## src/rtl/rsa_pkg.sv

```systemverilog
// ----------------------------------------------------------------------------
// rsa_pkg
// Shared types and constants for the region slot allocator: default sizes,
// result status codes, and the command/status bundles between the
// controller and the datapath.
// ----------------------------------------------------------------------------
package rsa_pkg;

  localparam int unsigned DefSlotsPerBuffer = 256;
  localparam int unsigned DefMaxBuffers     = 16;
  localparam int unsigned DefMaxRegions     = 64;

  // Fixed port widths
  localparam int unsigned BufIdxW = 4;
  localparam int unsigned SlotW   = 8;
  localparam int unsigned StatusW = 2;

  typedef enum logic [StatusW-1:0] {
    ST_OK        = 2'd0,
    ST_NO_BUFFER = 2'd1,
    ST_LIST_FULL = 2'd2
  } status_e;

  // Controller -> datapath
  typedef struct packed {
    logic accept;      // latch request fields
    logic acq_fail;    // acquire, no buffer left
    logic acq_open;    // acquire from a freshly opened buffer
    logic acq_read;    // read last region
    logic acq_take;    // take first slot of region just read
    logic rel_skip;    // release out of range, ignored
    logic scan_start;  // reset scan pointer
    logic scan_step;   // issue next scan read
    logic rel_grow;    // extend the matching region
    logic rel_append;  // append a one-slot region
    logic rel_full;    // release dropped, list full
    logic out_load;    // move result into output register
  } rsa_cmd_t;

  // Datapath -> controller
  typedef struct packed {
    logic req_release;
    logic count_zero;
    logic no_buffer;
    logic rel_bad;
    logic scan_more;
    logic rd_pend;
    logic hit;
    logic list_full;
    logic out_free;
  } rsa_stat_t;

endpackage

```

## src/rtl/rsa_ctrl.sv

```systemverilog
// ----------------------------------------------------------------------------
// rsa_ctrl
// Sequencing state machine for the region slot allocator.
// ----------------------------------------------------------------------------
module rsa_ctrl (
  input  logic              clk_i,
  input  logic              rst_ni,
  input  logic              in_valid_i,
  output logic              in_stall_o,
  input  rsa_pkg::rsa_stat_t stat_i,
  output rsa_pkg::rsa_cmd_t  cmd_o
);

  typedef enum logic [5:0] {
    S_IDLE     = 6'b000001,
    S_ACQ      = 6'b000010,
    S_ACQ_TAKE = 6'b000100,
    S_REL      = 6'b001000,
    S_SCAN     = 6'b010000,
    S_DONE     = 6'b100000
  } state_e;

  state_e state_q, state_d;

  assign in_stall_o = (state_q != S_IDLE);

  always_comb begin
    state_d = state_q;
    cmd_o   = '0;
    case (state_q)
      S_IDLE: begin
        if (in_valid_i) begin
          cmd_o.accept = 1'b1;
          state_d      = stat_i.req_release ? S_REL : S_ACQ;
        end
      end
      S_ACQ: begin
        if (!stat_i.count_zero) begin
          cmd_o.acq_read = 1'b1;
          state_d        = S_ACQ_TAKE;
        end else if (stat_i.no_buffer) begin
          cmd_o.acq_fail = 1'b1;
          state_d        = S_DONE;
        end else begin
          cmd_o.acq_open = 1'b1;
          state_d        = S_DONE;
        end
      end
      S_ACQ_TAKE: begin
        cmd_o.acq_take = 1'b1;
        state_d        = S_DONE;
      end
      S_REL: begin
        if (stat_i.rel_bad) begin
          cmd_o.rel_skip = 1'b1;
          state_d        = S_DONE;
        end else begin
          cmd_o.scan_start = 1'b1;
          state_d          = S_SCAN;
        end
      end
      S_SCAN: begin
        if (stat_i.rd_pend && stat_i.hit) begin
          cmd_o.rel_grow = 1'b1;
          state_d        = S_DONE;
        end else if (stat_i.scan_more || stat_i.rd_pend) begin
          cmd_o.scan_step = 1'b1;
        end else if (stat_i.list_full) begin
          cmd_o.rel_full = 1'b1;
          state_d        = S_DONE;
        end else begin
          cmd_o.rel_append = 1'b1;
          state_d          = S_DONE;
        end
      end
      S_DONE: begin
        if (stat_i.out_free) begin
          cmd_o.out_load = 1'b1;
          state_d        = S_IDLE;
        end
      end
      default: begin
        state_d = S_IDLE;
      end
    endcase
  end

  always_ff @(posedge clk_i or negedge rst_ni) begin
    if (!rst_ni) begin
      state_q <= S_IDLE;
    end else begin
      state_q <= state_d;
    end
  end

endmodule

```

## src/rtl/rsa_datapath.sv

```systemverilog
// ----------------------------------------------------------------------------
// rsa_datapath
// Region table memory, counters, request/result registers and the output
// register of the region slot allocator.
// ----------------------------------------------------------------------------
module rsa_datapath #(
  parameter int unsigned SLOTS_PER_BUFFER = rsa_pkg::DefSlotsPerBuffer,
  parameter int unsigned MAX_BUFFERS      = rsa_pkg::DefMaxBuffers,
  parameter int unsigned MAX_REGIONS      = rsa_pkg::DefMaxRegions
) (
  input  logic                        clk_i,
  input  logic                        rst_ni,
  input  logic                        action_i,
  input  logic [rsa_pkg::BufIdxW-1:0] buffer_index_i,
  input  logic [rsa_pkg::SlotW-1:0]   slot_index_i,
  input  logic                        out_stall_i,
  output logic                        out_valid_o,
  output logic [rsa_pkg::SlotW-1:0]   given_slot_o,
  output logic [rsa_pkg::BufIdxW-1:0] given_buffer_o,
  output logic [rsa_pkg::StatusW-1:0] status_o,
  input  rsa_pkg::rsa_cmd_t           cmd_i,
  output rsa_pkg::rsa_stat_t          stat_o
);

  localparam int unsigned OffW   = $clog2(SLOTS_PER_BUFFER);
  localparam int unsigned CntW   = $clog2(SLOTS_PER_BUFFER + 1);
  localparam int unsigned BufW   = (MAX_BUFFERS > 1) ? $clog2(MAX_BUFFERS) : 1;
  localparam int unsigned OpnW   = $clog2(MAX_BUFFERS + 1);
  localparam int unsigned IdxW   = $clog2(MAX_REGIONS);
  localparam int unsigned RcW    = $clog2(MAX_REGIONS + 1);
  localparam int unsigned EntW   = BufW + OffW + CntW;
  localparam int unsigned MaxA   = (CntW > OpnW) ? CntW : OpnW;
  localparam int unsigned MaxB   = (MaxA > rsa_pkg::SlotW + 1) ? MaxA : rsa_pkg::SlotW + 1;
  localparam int unsigned CmpW   = MaxB + 1;

  // region table
  logic [EntW-1:0] mem_q [MAX_REGIONS];
  logic [EntW-1:0] rd_q;
  logic            rd_en;
  logic [IdxW-1:0] rd_addr;
  logic            wr_en;
  logic [IdxW-1:0] wr_addr;
  logic [EntW-1:0] wr_data;

  logic [BufW-1:0] rd_buf;
  logic [OffW-1:0] rd_off;
  logic [CntW-1:0] rd_cnt;

  // bookkeeping
  logic [RcW-1:0]  count_q, count_d;
  logic [OpnW-1:0] opened_q, opened_d;
  logic [RcW-1:0]  issue_q, issue_d;
  logic            pend_q, pend_d;
  logic [IdxW-1:0] chk_q;

  // request
  logic                        req_rel_q;
  logic [rsa_pkg::BufIdxW-1:0] req_buf_q;
  logic [rsa_pkg::SlotW-1:0]   req_slot_q;

  // result and output register
  logic [rsa_pkg::SlotW-1:0]   res_slot_q, res_slot_d;
  logic [rsa_pkg::BufIdxW-1:0] res_buf_q, res_buf_d;
  rsa_pkg::status_e            res_st_q, res_st_d;
  logic                        out_valid_q, out_valid_d;
  logic [rsa_pkg::SlotW-1:0]   out_slot_q;
  logic [rsa_pkg::BufIdxW-1:0] out_buf_q;
  rsa_pkg::status_e            out_st_q;

  logic [CmpW-1:0] x_slot, x_buf, x_rbuf, x_off, x_end;
  logic            hit_down, hit_up;
  logic [RcW-1:0]  last_idx;

  assign {rd_buf, rd_off, rd_cnt} = rd_q;

  assign x_slot   = CmpW'(req_slot_q);
  assign x_buf    = CmpW'(req_buf_q);
  assign x_rbuf   = CmpW'(rd_buf);
  assign x_off    = CmpW'(rd_off);
  assign x_end    = CmpW'(rd_off) + CmpW'(rd_cnt);
  assign hit_down = (x_rbuf == x_buf) && (x_off == x_slot + CmpW'(1));
  assign hit_up   = (x_rbuf == x_buf) && (x_slot == x_end);
  assign last_idx = count_q - RcW'(1);

  assign stat_o.req_release = action_i;
  assign stat_o.count_zero  = (count_q == '0);
  assign stat_o.no_buffer   = (opened_q == OpnW'(MAX_BUFFERS));
  assign stat_o.rel_bad     = (x_slot >= CmpW'(SLOTS_PER_BUFFER)) ||
                              (x_buf >= CmpW'(opened_q));
  assign stat_o.scan_more   = (issue_q < count_q);
  assign stat_o.rd_pend     = pend_q;
  assign stat_o.hit         = hit_down || hit_up;
  assign stat_o.list_full   = (count_q == RcW'(MAX_REGIONS));
  assign stat_o.out_free    = !out_valid_q || !out_stall_i;

  // memory ports
  always_comb begin
    rd_en   = 1'b0;
    rd_addr = issue_q[IdxW-1:0];
    if (cmd_i.acq_read) begin
      rd_en   = 1'b1;
      rd_addr = last_idx[IdxW-1:0];
    end else if (cmd_i.scan_step && stat_o.scan_more) begin
      rd_en = 1'b1;
    end
  end

  always_comb begin
    wr_en   = 1'b0;
    wr_addr = chk_q;
    wr_data = rd_q;
    if (cmd_i.acq_open) begin
      wr_en   = 1'b1;
      wr_addr = '0;
      wr_data = {opened_q[BufW-1:0], OffW'(1), CntW'(SLOTS_PER_BUFFER - 1)};
    end else if (cmd_i.acq_take) begin
      wr_en   = 1'b1;
      wr_data = {rd_buf, rd_off + OffW'(1), rd_cnt - CntW'(1)};
    end else if (cmd_i.rel_grow) begin
      wr_en = 1'b1;
      if (hit_down) begin
        wr_data = {rd_buf, x_slot[OffW-1:0], rd_cnt + CntW'(1)};
      end else begin
        wr_data = {rd_buf, rd_off, rd_cnt + CntW'(1)};
      end
    end else if (cmd_i.rel_append) begin
      wr_en   = 1'b1;
      wr_addr = count_q[IdxW-1:0];
      wr_data = {x_buf[BufW-1:0], x_slot[OffW-1:0], CntW'(1)};
    end
  end

  always_ff @(posedge clk_i) begin
    if (wr_en) begin
      mem_q[wr_addr] <= wr_data;
    end
    if (rd_en) begin
      rd_q  <= mem_q[rd_addr];
      chk_q <= rd_addr;
    end
  end

  // counters
  always_comb begin
    count_d  = count_q;
    opened_d = opened_q;
    issue_d  = issue_q;
    pend_d   = pend_q;
    if (cmd_i.acq_open) begin
      count_d  = RcW'(1);
      opened_d = opened_q + OpnW'(1);
    end
    if (cmd_i.acq_take && (rd_cnt == CntW'(1))) begin
      count_d = last_idx;
    end
    if (cmd_i.rel_append) begin
      count_d = count_q + RcW'(1);
    end
    if (cmd_i.scan_start) begin
      issue_d = '0;
      pend_d  = 1'b0;
    end
    if (cmd_i.scan_step) begin
      pend_d = stat_o.scan_more;
      if (stat_o.scan_more) begin
        issue_d = issue_q + RcW'(1);
      end
    end
  end

  always_ff @(posedge clk_i or negedge rst_ni) begin
    if (!rst_ni) begin
      count_q  <= '0;
      opened_q <= '0;
      issue_q  <= '0;
      pend_q   <= 1'b0;
    end else begin
      count_q  <= count_d;
      opened_q <= opened_d;
      issue_q  <= issue_d;
      pend_q   <= pend_d;
    end
  end

  // request capture
  always_ff @(posedge clk_i) begin
    if (cmd_i.accept) begin
      req_rel_q  <= action_i;
      req_buf_q  <= buffer_index_i;
      req_slot_q <= slot_index_i;
    end
  end

  // result
  always_comb begin
    res_slot_d = res_slot_q;
    res_buf_d  = res_buf_q;
    res_st_d   = res_st_q;
    if (cmd_i.acq_open) begin
      res_slot_d = '0;
      res_buf_d  = rsa_pkg::BufIdxW'(opened_q);
      res_st_d   = rsa_pkg::ST_OK;
    end else if (cmd_i.acq_take) begin
      res_slot_d = rsa_pkg::SlotW'(rd_off);
      res_buf_d  = rsa_pkg::BufIdxW'(rd_buf);
      res_st_d   = rsa_pkg::ST_OK;
    end else if (cmd_i.acq_fail) begin
      res_slot_d = '0;
      res_buf_d  = '0;
      res_st_d   = rsa_pkg::ST_NO_BUFFER;
    end else if (cmd_i.rel_full) begin
      res_slot_d = '0;
      res_buf_d  = '0;
      res_st_d   = rsa_pkg::ST_LIST_FULL;
    end else if (cmd_i.rel_skip || cmd_i.rel_grow || cmd_i.rel_append) begin
      res_slot_d = '0;
      res_buf_d  = '0;
      res_st_d   = rsa_pkg::ST_OK;
    end
  end

  always_ff @(posedge clk_i) begin
    res_slot_q <= res_slot_d;
    res_buf_q  <= res_buf_d;
    res_st_q   <= res_st_d;
    if (cmd_i.out_load) begin
      out_slot_q <= req_rel_q ? '0 : res_slot_q;
      out_buf_q  <= req_rel_q ? '0 : res_buf_q;
      out_st_q   <= res_st_q;
    end
  end

  always_comb begin
    out_valid_d = out_valid_q;
    if (cmd_i.out_load) begin
      out_valid_d = 1'b1;
    end else if (!out_stall_i) begin
      out_valid_d = 1'b0;
    end
  end

  always_ff @(posedge clk_i or negedge rst_ni) begin
    if (!rst_ni) begin
      out_valid_q <= 1'b0;
    end else begin
      out_valid_q <= out_valid_d;
    end
  end

  assign out_valid_o    = out_valid_q;
  assign given_slot_o   = out_slot_q;
  assign given_buffer_o = out_buf_q;
  assign status_o       = out_st_q;

endmodule

```

## src/rtl/region_slot_allocator_top.sv

```systemverilog
// ----------------------------------------------------------------------------
// region_slot_allocator_top
// Slot allocator over fixed-size buffers, free space held as a region list.
// ----------------------------------------------------------------------------
// Hands out and takes back slots in buffers of SLOTS_PER_BUFFER slots, up to
// MAX_BUFFERS buffers. Free space is a list of up to MAX_REGIONS regions
// (buffer, start offset, count) held in a single-port-read RAM. An acquire
// (action 0) takes the first slot of the last region, opening a new buffer
// when the list is empty; status 1 means no buffer is left. A release
// (action 1) grows the first region of the same buffer adjacent to the slot,
// or appends a one-slot region; status 2 means the list was full and the slot
// is dropped. Out-of-range releases are ignored with status 0. One request is
// processed at a time. An acquire that opens a new buffer or finds none left
// does without a table read, and a release scan stops at the first match. The
// scan reads one table entry per cycle through the RAM read port. The next
// request is taken the cycle after the result is loaded. The result sits in
// an output register, so a new request may be taken while a result still
// waits to be transferred; the following result then waits until that
// register is free. The table needs no clearing after reset.
// ----------------------------------------------------------------------------
module region_slot_allocator_top #(
  parameter int unsigned SLOTS_PER_BUFFER = rsa_pkg::DefSlotsPerBuffer,
  parameter int unsigned MAX_BUFFERS      = rsa_pkg::DefMaxBuffers,
  parameter int unsigned MAX_REGIONS      = rsa_pkg::DefMaxRegions
) (
  input  logic                        clk_i,
  input  logic                        rst_ni,
  // request channel
  input  logic                        in_valid_i,
  output logic                        in_stall_o,
  input  logic                        action_i,
  input  logic [rsa_pkg::BufIdxW-1:0] buffer_index_i,
  input  logic [rsa_pkg::SlotW-1:0]   slot_index_i,
  // result channel
  output logic                        out_valid_o,
  input  logic                        out_stall_i,
  output logic [rsa_pkg::SlotW-1:0]   given_slot_o,
  output logic [rsa_pkg::BufIdxW-1:0] given_buffer_o,
  output logic [rsa_pkg::StatusW-1:0] status_o
);

  rsa_pkg::rsa_cmd_t  cmd;
  rsa_pkg::rsa_stat_t stat;

  // sequencer
  rsa_ctrl u_ctrl (
    .clk_i      (clk_i),
    .rst_ni     (rst_ni),
    .in_valid_i (in_valid_i),
    .in_stall_o (in_stall_o),
    .stat_i     (stat),
    .cmd_o      (cmd)
  );

  // region table, counters and result register
  rsa_datapath #(
    .SLOTS_PER_BUFFER (SLOTS_PER_BUFFER),
    .MAX_BUFFERS      (MAX_BUFFERS),
    .MAX_REGIONS      (MAX_REGIONS)
  ) u_datapath (
    .clk_i          (clk_i),
    .rst_ni         (rst_ni),
    .action_i       (action_i),
    .buffer_index_i (buffer_index_i),
    .slot_index_i   (slot_index_i),
    .out_stall_i    (out_stall_i),
    .out_valid_o    (out_valid_o),
    .given_slot_o   (given_slot_o),
    .given_buffer_o (given_buffer_o),
    .status_o       (status_o),
    .cmd_i          (cmd),
    .stat_o         (stat)
  );

endmodule
```

## config.mk

```make
export PLATFORM = sky130hd
export DESIGN_NAME = region_slot_allocator_top
export DESIGN_NICKNAME = d
export VERILOG_FILES = /design/src/rtl/rsa_pkg.sv /design/src/rtl/rsa_ctrl.sv /design/src/rtl/rsa_datapath.sv /design/src/rtl/region_slot_allocator_top.sv
export SDC_FILE = /design/constraint.sdc
export NUM_CORES = 2
export LEC_CHECK = 0
export ABC_AREA = 1
export BUFFER_PORTS_ARGS = -buffer_cell sky130_fd_sc_hd__buf_2
export CAP_MARGIN = 25
export CORE_AREA = 2 2 268 468
export CTS_BUF_LIST = sky130_fd_sc_hd__clkbuf_2 sky130_fd_sc_hd__clkbuf_4 sky130_fd_sc_hd__clkbuf_8
export CTS_CLUSTER_SIZE = 40
export DETAILED_ROUTE_END_ITERATION = 7
export DIE_AREA = 0 0 270 470
export GPL_TIMING_DRIVEN = 0
export SLEW_MARGIN = 5
export SYNTH_ARGS = -nofsm -noshare
export SYNTH_HDL_FRONTEND = slang
export SYNTH_SLANG_ARGS = --single-unit
```

## constraint.sdc

```tcl
create_clock -name clk_i -period 11.8 [get_ports clk_i]
set_input_delay 2.95 -clock clk_i [delete_from_list [all_inputs] [get_ports clk_i]]
set_output_delay 2.95 -clock clk_i [all_outputs]
set_load 0.05 [all_outputs]
```

==> flow_summary.json <==
{
  "critical_path.most_common_cell": "nand2_1",
  "intPower_w": 0.009609,
  "yosysSeqAreaShare": 0.7026,
  "drive_gt1_frac": 0.1832,
  "hold_viol": 0,
  "setup_viol": 0,
  "clk_path_buf_depth": 3,
  "slowest_stage": "nor2_4",
  "syn-cell-area_mm2": 0.06117,
  "io_buffers": 32,
  "fp.dieArea_mm2": 0.1269,
  "vias": 42310,
  "hold_class": "flip-flop to flip-flop",
  "seqPwrFrac": 0.393,
  "skew_ns": 0.03993,
  "worstReg2RegStart": "u_datapath.rd_q[9]$_DFFE_PP_",
  "cts_tree": "done",
  "antenna_found_initial": 5,
  "grt_pass1_vias": 41979,
  "cpPeakStageDelay_ns": 1.02,
  "slew_viol_final": 0,
  "critPathArrivalTime_ns": 6.01,
  "status": "complete, no violations",
  "fmax_mhz": 183.5,
  "synth-edff-count": 1402,
  "holdWs_ns": 0.4506,
  "fin_util": 0.5640,
  "clk_latency_ns": 0.96,
  "hold_start": "u_datapath.res_st_q[1]$_SDFFE_PP0P_",
  "wirelength_um": 211900,
  "critPathRequiredTime_ns": 12.36,
  "overflow": 0,
  "worst_slew_pin_slew_ns": 1.194,
  "finalWeightedCongestion": 0.9602,
  "worstSetupPathType": "flip-flop to flip-flop",
  "cts-buffers-inserted": 201,
  "start_util": 0.4955,
  "relSlewSlack": 0.2043,
  "syn_inst": 4950,
  "end_kind": "flip-flop",
  "cts_root_buf": "clkbuf_8",
  "ant_nets": 0,
  "crit_fanout": 21,
  "crit_buf_inv": 2,
  "power_frac_comb": 0.360,
  "synth-main-ff-cell": "edfxtp_1",
  "area_growth_pct": 13.82,
  "setup.worst_path.start_class": "flip-flop",
  "cts_sinks": 1439,
  "clkPwrFrac": 0.247,
  "die_x_um": 270,
  "sw_frac_of_total": 0.3925,
  "routedWlPerCell_um": 29.89,
  "drt_pre_antenna_iters": 6,
  "rsz0062_at_grt": "no",
  "synth-async-reset-ratio": 0.01876,
  "route.detailed.drc": 0,
  "hpwlAfterDp_um": 150300,
  "crit_chain": "ha_1 -> inv_1 -> fa_1 -> inv_1 -> nand2_1 -> nand2_1 -> nand3_1 -> nand2_1 -> nand2_1 -> nand2_1 -> nand3_1 -> a21oi_1 -> nand2_1 -> nand2_1 -> nand3_1 -> nand3_1 -> nand4_1 -> nor2_4",
  "avgViaCountPerCell": 5.970,
  "coreArea_mm2": 0.1235,
  "final.min_clock_period_ns": 5.450,
  "power_density_mw_per_mm2": 227.2,
  "p_sw_w": 0.006208,
  "max_cap_violations": 0,
  "fin_setup_tns_ns": 0,
  "die_h_um": 470,
  "synth_area_per_cell_um2": 12.36,
  "post-cts-setup-buffers": 0,
  "hold_buffers": 0,
  "ys_types": 59,
  "syn_nets": 4996,
  "leakage_nw": 24.32,
  "worstSetupStartpoint": "u_datapath.rd_q[9]$_DFFE_PP_",
  "grt_util_all_layers": 0.3320,
  "post-route-period-util": 0.4619,
  "grt_max_degree": 41,
  "ir_drop_uv": 118.0,
  "clkTransAtPathRegs_ns": 0.07,
  "layout.nets": 5320,
  "synth_seq_cells": 1439,
  "yosysWarnings": 0,
  "crit_family": "simple AND/OR/NAND/NOR gates",
  "rows": 171,
  "fill_cells": 10332,
  "ctsResizeCount": 0,
  "drt_iter0_drc": 4267,
  "grt_pass1_wl_um": 297000,
  "cts_max_level": 4,
  "ios": 33
}
-- synth_stat cells (2+ instances only) --
cell type	count	area (µm²)
o21ai_1	96	480.5
nor3_2	2	20.02
o21bai_1	22	165.2
nor3_1	19	95.09
nand3_2	2	20.02
o31ai_1	3	22.52
buf_1	18	67.56
o21ai_0	366	1832
or2_2	296	1852
nand2_2	3	18.77
buf_4	11	82.58
nor2_2	3	18.77
nand4_1	15	93.84
dfrtp_1	26	650.6
nor2_4	2	22.52
nand2_1	619	2323
ha_1	28	350.3
inv_1	320	1201
dfxtp_1	10	200.2
clkinv_1	2	7.510
nor2_1	219	822.0
o22ai_1	3	18.77
a21oi_1	39	195.2
nor4_1	6	37.54
o21a_1	4	30.03
buf_6	33	371.6
nand3_1	627	3138
nand3b_1	4	30.03
clkbuf_1	148	555.5
buf_2	104	520.5
o211ai_1	423	3176
xnor2_1	7	61.31
inv_2	12	45.04
o21ai_2	3	26.28
xor2_1	30	262.8
edfxtp_1	1402	42100
-- flip-flops by register name, indices dropped and copies added, names as in the netlist --
signal and cells:
u_datapath.issue_q 7, u_datapath.opened_q 5, u_datapath.pend_q 1, u_datapath.mem_q 1344, u_ctrl.state_q 6, u_datapath.res_st_q 2
u_datapath.req_slot_q 8, u_datapath.chk_q 6, u_datapath.res_slot_q 8, u_datapath.out_valid_o 1, u_datapath.req_rel_q 1, u_datapath.status_o 2
u_datapath.given_buffer_o 4, u_datapath.rd_q 21, u_datapath.req_buf_q 4, u_datapath.count_q 7, u_datapath.res_buf_q 4, u_datapath.given_slot_o 8
-- per-layer routing --
layer	vias to the layer above	part of all wire	track usage
met5	-	0.00013	0
met4	4	0.092	0.2633
met2	2125	0.50	0.5752
met1	20871	0.34	0.3614
li1	18668	-	-
met3	642	0.069	0.05187
-- final cells by class --
| cell class | count | area [µm²] | area share |
|---|---|---|---|
| repair buffers | 121 | 1858 | 0.02669 |
| inverters | 335 | 1261 | 0.01811 |
| diodes | 3 | 7.507 | 0.0001078 |
| plain buffers | 315 | 1603 | 0.02302 |
| multi-input cells | 2861 | 15920 | 0.2287 |
| well taps | 1643 | 2056 | 0.02953 |
| flip-flops and latches | 1439 | 42980 | 0.6173 |
| clock inverters | 113 | 740.7 | 0.01064 |
| clock buffers | 257 | 3199 | 0.04595 |
-- cells in the final DEF, fill, tap and decap left out, drive strengths merged, types with 224 or more instances in the layout --
cell type	synthesis	layout
o21ai	465	465
or2	298	298
nor2	224	224
o211ai	423	423
nand3	630	630
edfxtp	1402	1402
clkbuf	149	406
buf	166	287
inv	332	339
nand2	623	623
-- power by group through the flow --
stage / sequential (W) / combinational [W] / clock, W
detailed placement: 0.00632 / 0.00559 / 0
CTS: 0.00621 / 0.00561 / 0.00392
floorplan: 0.00634 / 0.00303 / 0
global route: 0.00621 / 0.00602 / 0.00412
finish: 0.00621 / 0.00570 / 0.00391
global placement: 0.00647 / 0.00526 / 0
-- per-stage QoR --
step,std cells,power (W),worst slack (ns),instance area (µm²)
final,7087,0.01582,6.350,69620
after global routing,7085,0.01636,6.118,69620
after CTS,7083,0.01574,6.399,69610
after detailed placement,6713,0.01191,6.431,65670
after global placement,6625,0.01173,1.551,63390
after floorplan,4950,0.009371,6.371,61170
-- worst paths after layout --
path / slack (ns) / endpoint / cells past startpoint
max in group asynchronous: 9.29 / u_datapath.opened_q[4]$_DFFE_PN0P_ / 1
worst max register to register: 6.35 / u_datapath.mem_q[17][17]$_DFFE_PP_ / 18
worst max-delay path: 6.35 / u_datapath.mem_q[17][17]$_DFFE_PP_ / 18
min in group asynchronous: 2.05 / u_datapath.issue_q[3]$_DFF_PN0_ / 1
worst min register to register: 0.45 / u_datapath.status_o[1]$_DFFE_PP_ / 0
worst min-delay path: 0.45 / u_datapath.status_o[1]$_DFFE_PP_ / 0
-- kinds of logic after synthesis --
| kind of cell | Yosys count | share of synthesized area |
|---|---|---|
| AND/OR/NAND/NOR | 1829 | 0.1412 |
| flip-flops | 1439 | 0.7026 |
| AO/OA/AOI/OAI | 966 | 0.09812 |
| buffers and inverters | 650 | 0.04678 |
| XOR/XNOR | 37 | 0.005298 |
| adder cells (fa/ha/maj) | 29 | 0.006054 |
No activity file was read; power rests on OpenSTA's default activity.
